[src/next_permutation_generator_defines.svh]
// Assertion macros for the next permutation generator.
// Included by the RTL files that carry concurrent assertions; no other dependencies.
`ifndef NEXT_PERMUTATION_GENERATOR_DEFINES_SVH
`define NEXT_PERMUTATION_GENERATOR_DEFINES_SVH
`ifndef ASSERT_OFF
// clocked check, gated off while reset is high
`define NPG_ASSERT(lbl, clk, rst, prop, msg) \
   lbl: assert property (@(posedge clk) disable iff (rst) prop) else $error(msg);
// clocked check without reset gating
`define NPG_ASSERT_NR(lbl, clk, prop, msg) \
   lbl: assert property (@(posedge clk) prop) else $error(msg);
`else
`define NPG_ASSERT(lbl, clk, rst, prop, msg)
`define NPG_ASSERT_NR(lbl, clk, prop, msg)
`endif
`endif

[src/npg_pkg.sv]
// Shared types and constants of the next permutation generator.
// No dependencies; imported by npg_elem_mem, npg_engine and the top level.
package npg_pkg;

   localparam int MAX_ORDER_DEFAULT = 8;
   localparam int ELEM_BITS_DEFAULT = 4;
   localparam int PACK_W            = 32;
   localparam int ORDER_W           = 4;

   localparam logic [ORDER_W-1:0] ORDER_RESET = 4'd8;

   localparam logic [1:0] CMD_RESTART = 2'd0;
   localparam logic [1:0] CMD_LOAD    = 2'd1;
   localparam logic [1:0] CMD_ADVANCE = 2'd2;

   typedef struct packed {
      logic [1:0] cmd;
      logic [2:0] index;
      logic [3:0] value;
   } npg_req_type;

   typedef struct packed {
      logic [PACK_W-1:0] perm_packed;
      logic              wrapped;
   } npg_rsp_type;

   typedef struct packed {
      logic rd_en;
      logic wr_en;
      logic clear;
   } npg_mem_ctl_type;

endpackage

[src/npg_elem_mem.sv]
// Element store: one write port, one registered read port, per-entry valid bits.
// Depends on npg_pkg (npg_mem_ctl_type).
module npg_elem_mem
   import npg_pkg::*;
#(
   parameter int  DEPTH = MAX_ORDER_DEFAULT,
   parameter int  EW    = ELEM_BITS_DEFAULT,
   localparam int AW    = (DEPTH > 1) ? $clog2(DEPTH) : 1
) (
   input  logic            clock,
   input  logic            reset,
   input  npg_mem_ctl_type ctl,
   input  logic [AW-1:0]   raddr,
   input  logic [AW-1:0]   waddr,
   input  logic [EW-1:0]   wdata,
   output logic [EW-1:0]   rdata
);

   logic [EW-1:0]    elem_ram [DEPTH];
   logic [DEPTH-1:0] valid_ff;
   logic [EW-1:0]    rdata_ff;

   always_ff @(posedge clock) begin
      if (ctl.wr_en) begin
         elem_ram[waddr] <= wdata;
      end
   end

   // unwritten entries read as identity
   always_ff @(posedge clock) begin
      if (reset || ctl.clear) begin
         valid_ff <= '0;
      end else if (ctl.wr_en) begin
         valid_ff[waddr] <= 1'b1;
      end
   end

   // write-first forwarding on a same-address collision
   always_ff @(posedge clock) begin
      if (ctl.rd_en) begin
         if (ctl.wr_en && (waddr == raddr)) begin
            rdata_ff <= wdata;
         end else if (valid_ff[raddr]) begin
            rdata_ff <= elem_ram[raddr];
         end else begin
            rdata_ff <= EW'(raddr);
         end
      end
   end

   assign rdata = rdata_ff;

endmodule

[src/npg_engine.sv]
// Command sequencer: scan, reverse, search, swap and pack passes over the element store.
// Depends on npg_pkg, npg_elem_mem and next_permutation_generator_defines.svh.
`include "next_permutation_generator_defines.svh"
module npg_engine
   import npg_pkg::*;
#(
   parameter int  MAX_ORDER = MAX_ORDER_DEFAULT,
   parameter int  ELEM_BITS = ELEM_BITS_DEFAULT,
   localparam int AW        = (MAX_ORDER > 1) ? $clog2(MAX_ORDER) : 1,
   localparam int CW        = $clog2(MAX_ORDER + 1)
) (
   input  logic          clock,
   input  logic          reset,
   input  logic          start,
   input  npg_req_type   req,
   input  logic [CW-1:0] n,
   output logic          busy,
   output logic          rsp_valid,
   output npg_rsp_type   rsp
);

   localparam logic [3:0] S_IDLE      = 4'd0;
   localparam logic [3:0] S_SCAN      = 4'd1;
   localparam logic [3:0] S_REV_RD_LO = 4'd2;
   localparam logic [3:0] S_REV_RD_HI = 4'd3;
   localparam logic [3:0] S_REV_WR_LO = 4'd4;
   localparam logic [3:0] S_REV_WR_HI = 4'd5;
   localparam logic [3:0] S_SRCH_L    = 4'd6;
   localparam logic [3:0] S_SRCH      = 4'd7;
   localparam logic [3:0] S_SWAP_A    = 4'd8;
   localparam logic [3:0] S_SWAP_B    = 4'd9;
   localparam logic [3:0] S_PACK      = 4'd10;

   logic [3:0]           state_ff, state_in;
   logic [CW-1:0]        ptr_ff, ptr_in;
   logic                 rd_vld_ff, rd_vld_in;
   logic [AW-1:0]        rd_addr_ff, rd_addr_in;
   logic [AW-1:0]        pivot_ff, pivot_in;
   logic                 found_ff, found_in;
   logic [ELEM_BITS-1:0] prev_ff, prev_in;
   logic [AW-1:0]        lo_ff, lo_in;
   logic [AW-1:0]        hi_ff, hi_in;
   logic [ELEM_BITS-1:0] tmp_ff, tmp_in;
   logic                 best_ok_ff, best_ok_in;
   logic [AW-1:0]        best_ff, best_in;
   logic [ELEM_BITS-1:0] bestval_ff, bestval_in;
   logic                 wrap_ff, wrap_in;
   logic [PACK_W-1:0]    packed_ff, packed_in;
   logic                 rsp_valid_ff, rsp_valid_in;
   npg_rsp_type          rsp_ff, rsp_in;

   npg_mem_ctl_type      ctl;
   logic [AW-1:0]        raddr;
   logic [AW-1:0]        waddr;
   logic [ELEM_BITS-1:0] wdata;
   logic [ELEM_BITS-1:0] rdata;

   logic [AW-1:0]        last_addr;
   logic                 rd_last;
   logic                 issue;
   logic [PACK_W-1:0]    pack_add;

   npg_elem_mem #(
      .DEPTH (MAX_ORDER),
      .EW    (ELEM_BITS)
   ) u_mem (
      .clock (clock),
      .reset (reset),
      .ctl   (ctl),
      .raddr (raddr),
      .waddr (waddr),
      .wdata (wdata),
      .rdata (rdata)
   );

   assign last_addr = AW'(n - CW'(1));
   assign rd_last   = rd_vld_ff && (rd_addr_ff == last_addr);
   assign issue     = (ptr_ff != n);
   assign pack_add  = PACK_W'(rdata) << (int'(rd_addr_ff) * ELEM_BITS);
   assign busy      = (state_ff != S_IDLE);
   assign rsp_valid = rsp_valid_ff;
   assign rsp       = rsp_ff;

   always_comb begin
      state_in     = state_ff;
      ptr_in       = ptr_ff;
      pivot_in     = pivot_ff;
      found_in     = found_ff;
      prev_in      = prev_ff;
      lo_in        = lo_ff;
      hi_in        = hi_ff;
      tmp_in       = tmp_ff;
      best_ok_in   = best_ok_ff;
      best_in      = best_ff;
      bestval_in   = bestval_ff;
      wrap_in      = wrap_ff;
      packed_in    = packed_ff;
      rsp_valid_in = 1'b0;
      rsp_in       = rsp_ff;
      ctl          = '0;
      raddr        = AW'(ptr_ff);
      waddr        = '0;
      wdata        = '0;

      unique case (state_ff)
         S_IDLE: begin
            if (start) begin
               wrap_in   = 1'b0;
               ptr_in    = '0;
               packed_in = '0;
               found_in  = 1'b0;
               state_in  = S_PACK;
               case (req.cmd)
                  CMD_RESTART: begin
                     ctl.clear = 1'b1;
                  end
                  CMD_LOAD: begin
                     if (int'(req.index) < MAX_ORDER) begin
                        ctl.wr_en = 1'b1;
                        waddr     = AW'(req.index);
                        wdata     = ELEM_BITS'(req.value);
                     end
                  end
                  CMD_ADVANCE: begin
                     if (n == CW'(1)) begin
                        wrap_in = 1'b1;   // single element has no ascent
                     end else if (n != '0) begin
                        state_in = S_SCAN;
                     end
                  end
                  default: begin
                     state_in = S_PACK;
                  end
               endcase
            end
         end

         S_SCAN: begin
            if (issue) begin
               ctl.rd_en = 1'b1;
               ptr_in    = ptr_ff + CW'(1);
            end
            if (rd_vld_ff) begin
               if ((rd_addr_ff != '0) && (prev_ff < rdata)) begin
                  pivot_in = rd_addr_ff - AW'(1);
                  found_in = 1'b1;
               end
               prev_in = rdata;
               if (rd_last) begin
                  lo_in    = found_in ? (pivot_in + AW'(1)) : '0;
                  hi_in    = last_addr;
                  state_in = S_REV_RD_LO;
               end
            end
         end

         S_REV_RD_LO: begin
            if (lo_ff < hi_ff) begin
               ctl.rd_en = 1'b1;
               raddr     = lo_ff;
               state_in  = S_REV_RD_HI;
            end else if (found_ff) begin
               state_in = S_SRCH_L;
            end else begin
               wrap_in   = 1'b1;
               ptr_in    = '0;
               packed_in = '0;
               state_in  = S_PACK;
            end
         end

         S_REV_RD_HI: begin
            ctl.rd_en = 1'b1;
            raddr     = hi_ff;
            tmp_in    = rdata;
            state_in  = S_REV_WR_LO;
         end

         S_REV_WR_LO: begin
            ctl.wr_en = 1'b1;
            waddr     = lo_ff;
            wdata     = rdata;
            state_in  = S_REV_WR_HI;
         end

         S_REV_WR_HI: begin
            ctl.wr_en = 1'b1;
            waddr     = hi_ff;
            wdata     = tmp_ff;
            lo_in     = lo_ff + AW'(1);
            hi_in     = hi_ff - AW'(1);
            state_in  = S_REV_RD_LO;
         end

         S_SRCH_L: begin
            ctl.rd_en  = 1'b1;
            raddr      = pivot_ff;
            ptr_in     = CW'(pivot_ff) + CW'(1);
            best_ok_in = 1'b0;
            state_in   = S_SRCH;
         end

         S_SRCH: begin
            if (issue) begin
               ctl.rd_en = 1'b1;
               ptr_in    = ptr_ff + CW'(1);
            end
            if (rd_vld_ff) begin
               if (rd_addr_ff == pivot_ff) begin
                  tmp_in = rdata;   // pivot value
               end else if ((rdata > tmp_ff) && (!best_ok_ff || (rdata < bestval_ff))) begin
                  best_ok_in = 1'b1;
                  bestval_in = rdata;
                  best_in    = rd_addr_ff;
               end
               if (rd_last) begin
                  state_in = S_SWAP_A;
               end
            end
         end

         S_SWAP_A: begin
            if (best_ok_ff) begin
               ctl.wr_en = 1'b1;
               waddr     = best_ff;
               wdata     = tmp_ff;
               state_in  = S_SWAP_B;
            end else begin
               ptr_in    = '0;
               packed_in = '0;
               state_in  = S_PACK;
            end
         end

         S_SWAP_B: begin
            ctl.wr_en = 1'b1;
            waddr     = pivot_ff;
            wdata     = bestval_ff;
            ptr_in    = '0;
            packed_in = '0;
            state_in  = S_PACK;
         end

         S_PACK: begin
            if (n == '0) begin
               rsp_valid_in       = 1'b1;
               rsp_in.perm_packed = '0;
               rsp_in.wrapped     = wrap_ff;
               state_in           = S_IDLE;
            end else begin
               if (issue) begin
                  ctl.rd_en = 1'b1;
                  ptr_in    = ptr_ff + CW'(1);
               end
               if (rd_vld_ff) begin
                  packed_in = packed_ff | pack_add;
                  if (rd_last) begin
                     rsp_valid_in       = 1'b1;
                     rsp_in.perm_packed = packed_in;
                     rsp_in.wrapped     = wrap_ff;
                     state_in           = S_IDLE;
                  end
               end
            end
         end

         default: begin
            state_in = S_IDLE;
         end
      endcase

      rd_vld_in  = ctl.rd_en;
      rd_addr_in = raddr;
   end

   always_ff @(posedge clock) begin
      if (reset) begin
         state_ff     <= S_IDLE;
         rd_vld_ff    <= 1'b0;
         rsp_valid_ff <= 1'b0;
      end else begin
         state_ff     <= state_in;
         rd_vld_ff    <= rd_vld_in;
         rsp_valid_ff <= rsp_valid_in;
      end
   end

   always_ff @(posedge clock) begin
      ptr_ff     <= ptr_in;
      rd_addr_ff <= rd_addr_in;
      pivot_ff   <= pivot_in;
      found_ff   <= found_in;
      prev_ff    <= prev_in;
      lo_ff      <= lo_in;
      hi_ff      <= hi_in;
      tmp_ff     <= tmp_in;
      best_ok_ff <= best_ok_in;
      best_ff    <= best_in;
      bestval_ff <= bestval_in;
      wrap_ff    <= wrap_in;
      packed_ff  <= packed_in;
      rsp_ff     <= rsp_in;
   end

   `NPG_ASSERT(a_start_busy, clock, reset, (start && !busy) |=> busy, "accepted command left engine idle")
   `NPG_ASSERT(a_rsp_pulse, clock, reset, rsp_valid_ff |=> !rsp_valid_ff, "response strobe held two cycles")
   `NPG_ASSERT(a_no_rw_hit, clock, reset, !(ctl.rd_en && ctl.wr_en && (raddr == waddr)), "read and write hit one entry")
   `NPG_ASSERT(a_rev_span, clock, reset, (state_ff == S_REV_WR_LO) |-> (lo_ff < hi_ff), "reversal write outside span")

endmodule

[src/next_permutation_generator.sv]
// Top level of the next permutation generator: order register, order clamp, engine.
// Depends on npg_pkg and npg_engine (which holds npg_elem_mem).
//
//   channel  | direction | handshake               | payload
//   ---------+-----------+-------------------------+--------------------------
//   request  | in        | start / busy            | req_data  (cmd, index, value)
//   response | out       | rsp_valid (1-cycle)     | rsp_data  (perm_packed, wrapped)
//   csr      | in        | csr_valid / csr_ready   | csr_data  (order)
//
// A request transaction completes at a rising edge with start high and busy low.
// Every command returns one response transaction, shown for one cycle under rsp_valid;
// the receiver cannot stall it. The next command may be accepted in that same cycle.
// All passes read the element store through its single read port. Restart, load and the
// unused code run only the pack pass; advance with an order above one runs a scan, a
// suffix reversal, a suffix search, a swap and a pack pass. If the scan finds no ascent,
// advance wraps and goes from the reversal straight to the pack pass.
// Reset (synchronous, active high) returns the order to 8 and marks every element
// unwritten, so the store reads as identity at once; no clearing pass.
// csr_ready is low while a command is in flight or being issued.
module next_permutation_generator
   import npg_pkg::*;
#(
   parameter int MAX_ORDER = MAX_ORDER_DEFAULT,
   parameter int ELEM_BITS = ELEM_BITS_DEFAULT
) (
   input  logic               clock,
   input  logic               reset,
   input  logic               start,
   output logic               busy,
   input  npg_req_type        req_data,
   output logic               rsp_valid,
   output npg_rsp_type        rsp_data,
   input  logic               csr_valid,
   output logic               csr_ready,
   input  logic [ORDER_W-1:0] csr_data
);

   localparam int CW = $clog2(MAX_ORDER + 1);

   logic [ORDER_W-1:0] order_ff, order_in;
   logic [CW-1:0]      n_active;

   // order register, written only between commands
   assign csr_ready = !busy && !start;
   assign order_in  = (csr_valid && csr_ready) ? csr_data : order_ff;

   always_ff @(posedge clock) begin
      if (reset) begin
         order_ff <= ORDER_RESET;
      end else begin
         order_ff <= order_in;
      end
   end

   // orders past the store depth behave as full depth
   always_comb begin
      if (int'(order_ff) > MAX_ORDER) begin
         n_active = CW'(MAX_ORDER);
      end else begin
         n_active = CW'(order_ff);
      end
   end

   npg_engine #(
      .MAX_ORDER (MAX_ORDER),
      .ELEM_BITS (ELEM_BITS)
   ) u_engine (
      .clock     (clock),
      .reset     (reset),
      .start     (start),
      .req       (req_data),
      .n         (n_active),
      .busy      (busy),
      .rsp_valid (rsp_valid),
      .rsp       (rsp_data)
   );

endmodule
[config.mk]
export PLATFORM = sky130hd
export DESIGN_NAME = next_permutation_generator
export DESIGN_NICKNAME = d
export VERILOG_FILES = /design/src/npg_pkg.sv /design/src/npg_elem_mem.sv /design/src/npg_engine.sv /design/src/next_permutation_generator.sv
export VERILOG_INCLUDE_DIRS = /design/src /design/src/src
export SDC_FILE = /design/constraint.sdc
export NUM_CORES = 1
export LEC_CHECK = 0
export ABC_AREA = 1
export BUFFER_PORTS_ARGS = -buffer_cell sky130_fd_sc_hd__buf_2
export CAP_MARGIN = 20
export CORE_ASPECT_RATIO = 1.5
export CORE_MARGIN = 10
export CORE_UTILIZATION = 39
export DETAILED_ROUTE_END_ITERATION = 10
export GPL_TIMING_DRIVEN = 0
export PLACE_DENSITY = 0.57
export SLEW_MARGIN = 20
export SYNTH_ARGS = -nofsm -noshare
export SYNTH_HDL_FRONTEND = slang
export SYNTH_HIERARCHICAL = 1
export SYNTH_SLANG_ARGS = --single-unit
[constraint.sdc]
create_clock -name clock -period 10.6 [get_ports clock]
set_input_delay 1.59 -clock clock [delete_from_list [all_inputs] [get_ports clock]]
set_output_delay 1.59 -clock clock [all_outputs]
set_load 0.02 [all_outputs]
==> results.md <==
- Status: completed
- Min Tclk post-route: 3.72 ns
- Overall power: around 0.0025 W
- CP Capture Type: primary output
- WS Path Type: in2out
- Initial Utilization: roughly two fifths
- Placer Congestion: slightly below 0.9
- Total gr overflow: 0
- R2R Setup Slk: approximately 7.6 ns
- Die Wd: between 100 and 150 um
- Worst-margin pin slew: just under 0.9 ns
- Top FF cell, synth: edfxtp_1
- Worst vdd ir: 0.207 mV
- Rel. slew slack: 41.8%
- Post-synth EDFFs: 132
- Die Span Y: approximately 190 um
- R2R Path End: u_engine/u_mem/rdata[1]
- Post-synth top area cell: edfxtp_1
- MaxCap Viol Count: 0
- Sequential area share after synthesis: about three fifths
- Max Root-Sink Buffers: 2
- Synth-to-layout area growth: 16.5%
- H-tree depth: 4
- Ports: 53
- Drt drc: 0
- CTS resizes: 0
- Total Routing Usage GR: 15.1%
- Vias per cell: about 5
- Sink Count: between 150 and 200
- Worst skew pair latency: around 0.43 ns
- Cell count after synthesis: just under 800
- First-pass GRT wire length: 29.8 mm
- Vias in the first global route: around 5,700
- Layout filler cell count: about 1,900
- Asr flop ratio synth: 0%
- Cell count of the worst reg-to-reg path: 18
- Vias: 5,493
- Worst Setup SP: start
- Seq. cell area: between 0.004 and 0.005 sq mm
- Final setup vio count: 0
- Crit path launch type: input pin
- First-pass DRT Iterations: 5
- Most common cell on crit path: buf_2
- Largest net degree at the start of global routing: 28
- Worst EP required: 9.01 ns
- Final net count: between 800 and 900
- Fraction of layout instances using a drive strength above 1: approximately 15%
- Clock skew: around 0.0077 ns
- HP Class: reg2reg
- Setup TNS: 0 ns
- Max FO, Critical Path: 9
- DIE AREA: 0.0251 sq mm
- Routed Antenna Nets: 0
- FF+latch count, synth: 153
- Synth area leaders: edfxtp_1 (53%), nand2_1 (7.7%), nor2_1 (7.2%), dfxtp_1 (5.7%), inv_1 (3.6%)
- Top-count cell post-synth: nand2_1
- CORE AREA: 0.0186 sq mm
- Fin crit share: between 30% and 40%
- N_diodes: 0
- PortBufs: 51
- Clock slew at reported path FFs: 0.07 ns
- Synthesized net count: just over 800
- Num CTS Buffers: 17
- Share of the synthesized area in the top cell type: 53.4%
- Ys Warns: 6
- Post-CTS Hold Buffers: 0
- CP arrival: roughly 2.1 ns
- Wire length per cell: between 15 and 20 um
- Slowest cell on crit path: buf_2
- Dpl hpwl: 13.7 mm
- RR Startpoint: u_engine/lo_ff[2]
- DRT Wirelength: around 18 mm
- Std cell rows: 61
- Synth top cells by count: nand2_1 (153), nor2_1 (142), edfxtp_1 (132)
- Post-Syn Area: between 0.007 and 0.008 sq mm
- Initial antenna violation count: 0
- Worst path cell trace: buf_2, nor2_4, buf_2
- Syn_area_per_cell: between 9 and 10 sq um
- Slew Limit Fails: 0
- Final hold vios: 0
- Post-CTS setup buffers: 0
- CTS tree: built
- Netlist cell types: 39
- Area of the multi-input gates: between 0.002 and 0.003 sq mm
- Max Fclk: 269 MHz
- Cell Pwr Density: roughly 300 mW/mm^2
- Leakage power: around 3.6 nW
- RSZ-0062 raised after global routing: false
- Root buffer cell: clkbuf_16
- Largest stage delay, worst path: 0.21 ns
- DR iter-0 viols: 369
- Worst Setup EP: csr_ready
==> routing by layer <==
layer / track usage [%] / share of wire [%] / up-vias
met3: 3.79 / 3.4 / 27
met2: 28.3 / 55 / 92
met5: 0 / 0 / -
met4: 6.20 / 2.0 / 0
met1: 15.6 / 40 / 2589
li1: - / - / 2785
==> cell usage in the layout, fill, tap and decap left out, drive strengths merged <==
master	instances
buf	64
o211ai	4
nand2	160
xnor2	9
nor4	1
o221ai	2
dfxtp	21
nand4	6
inv	92
or2	1
ha	21
o21ai	28
a21o	9
o21a	1
clkinv	7
o22ai	5
o32ai	1
a21oi	50
o31ai	1
edfxtp	132
a22oi	3
o2111ai	2
clkbuf	30
nand3	43
nor2	149
nor3	21
bufinv	1
xor2	4
a211oi	1
==> worst min path at each step <==
stage,start,to,cells after the start
after detailed placement,u_engine/wrap_ff,u_engine/rsp[0],0
final,u_engine/wrap_ff,u_engine/rsp[0],0
after floorplan,u_engine/wrap_ff,u_engine/rsp[0],0
after CTS,u_engine/wrap_ff,u_engine/rsp[0],0
after global placement,u_engine/wrap_ff,u_engine/rsp[0],0
after global routing,u_engine/wrap_ff,u_engine/rsp[0],0
==> flip-flops by register name, summed over array words and instances (netlist names), 4 cells and up <==
name / count
u_engine/prev_ff: 4
u_engine/ptr_ff: 4
u_engine/state_ff: 4
u_engine/tmp_ff: 4
order_ff: 4
u_engine/packed_ff: 32
u_engine/bestval_ff: 4
u_engine/u_mem/elem_ram: 32
u_engine/rsp: 33
u_engine/u_mem/valid_ff: 8
u_engine/u_mem/rdata: 4
==> critical path: cells and delay by family <==
kind / cells / cell delay [ns]
buffers and inverters: 2 / 0.33
AND/OR/NAND/NOR: 1 / 0.20
==> area by class of cell <==
cell class	instances	share of cell area, %
Sequential cell	153	50.7
Tap cell	252	3.65
Inverter	85	3.69
Timing Repair Buffer	53	3.50
Clock inverter	15	1.81
Buffer	24	1.45
Clock buffer	17	4.92
Multi-Input combinational cell	522	30.3
==> through the flow <==
stage	area, sq um	hold slack, ns	cells	utilization (%)	worst slack (ns)
floorplan	7430	0.400	784	-	6.76
global placement	8000	0.430	1087	42.9	5.83
detailed placement	8060	0.410	1089	43.3	6.88
CTS	8640	0.443	1121	46.4	6.88
global route	8650	0.464	1121	46.4	6.86
finish	8650	0.437	1121	46.4	6.88
==> power breakdown <==
part	internal (W)	switching, W
clock	0.000333	0.000268
combinational	0.000299	0.000694
sequential	0.000875	0.0000659
==> logic make-up after synthesis <==
| group | count (synthesis) | share of synthesized area [%] |
|---|---|---|
| flip-flops | 153 | 59.0 |
| AO/OA/AOI/OAI | 107 | 8.29 |
| buffers and inverters | 109 | 5.98 |
| adder cells (fa/ha/maj) | 21 | 3.54 |
| XOR/XNOR | 13 | 1.53 |
| AND/OR/NAND/NOR | 381 | 21.6 |
No activity file was read; power rests on OpenSTA's default activity.
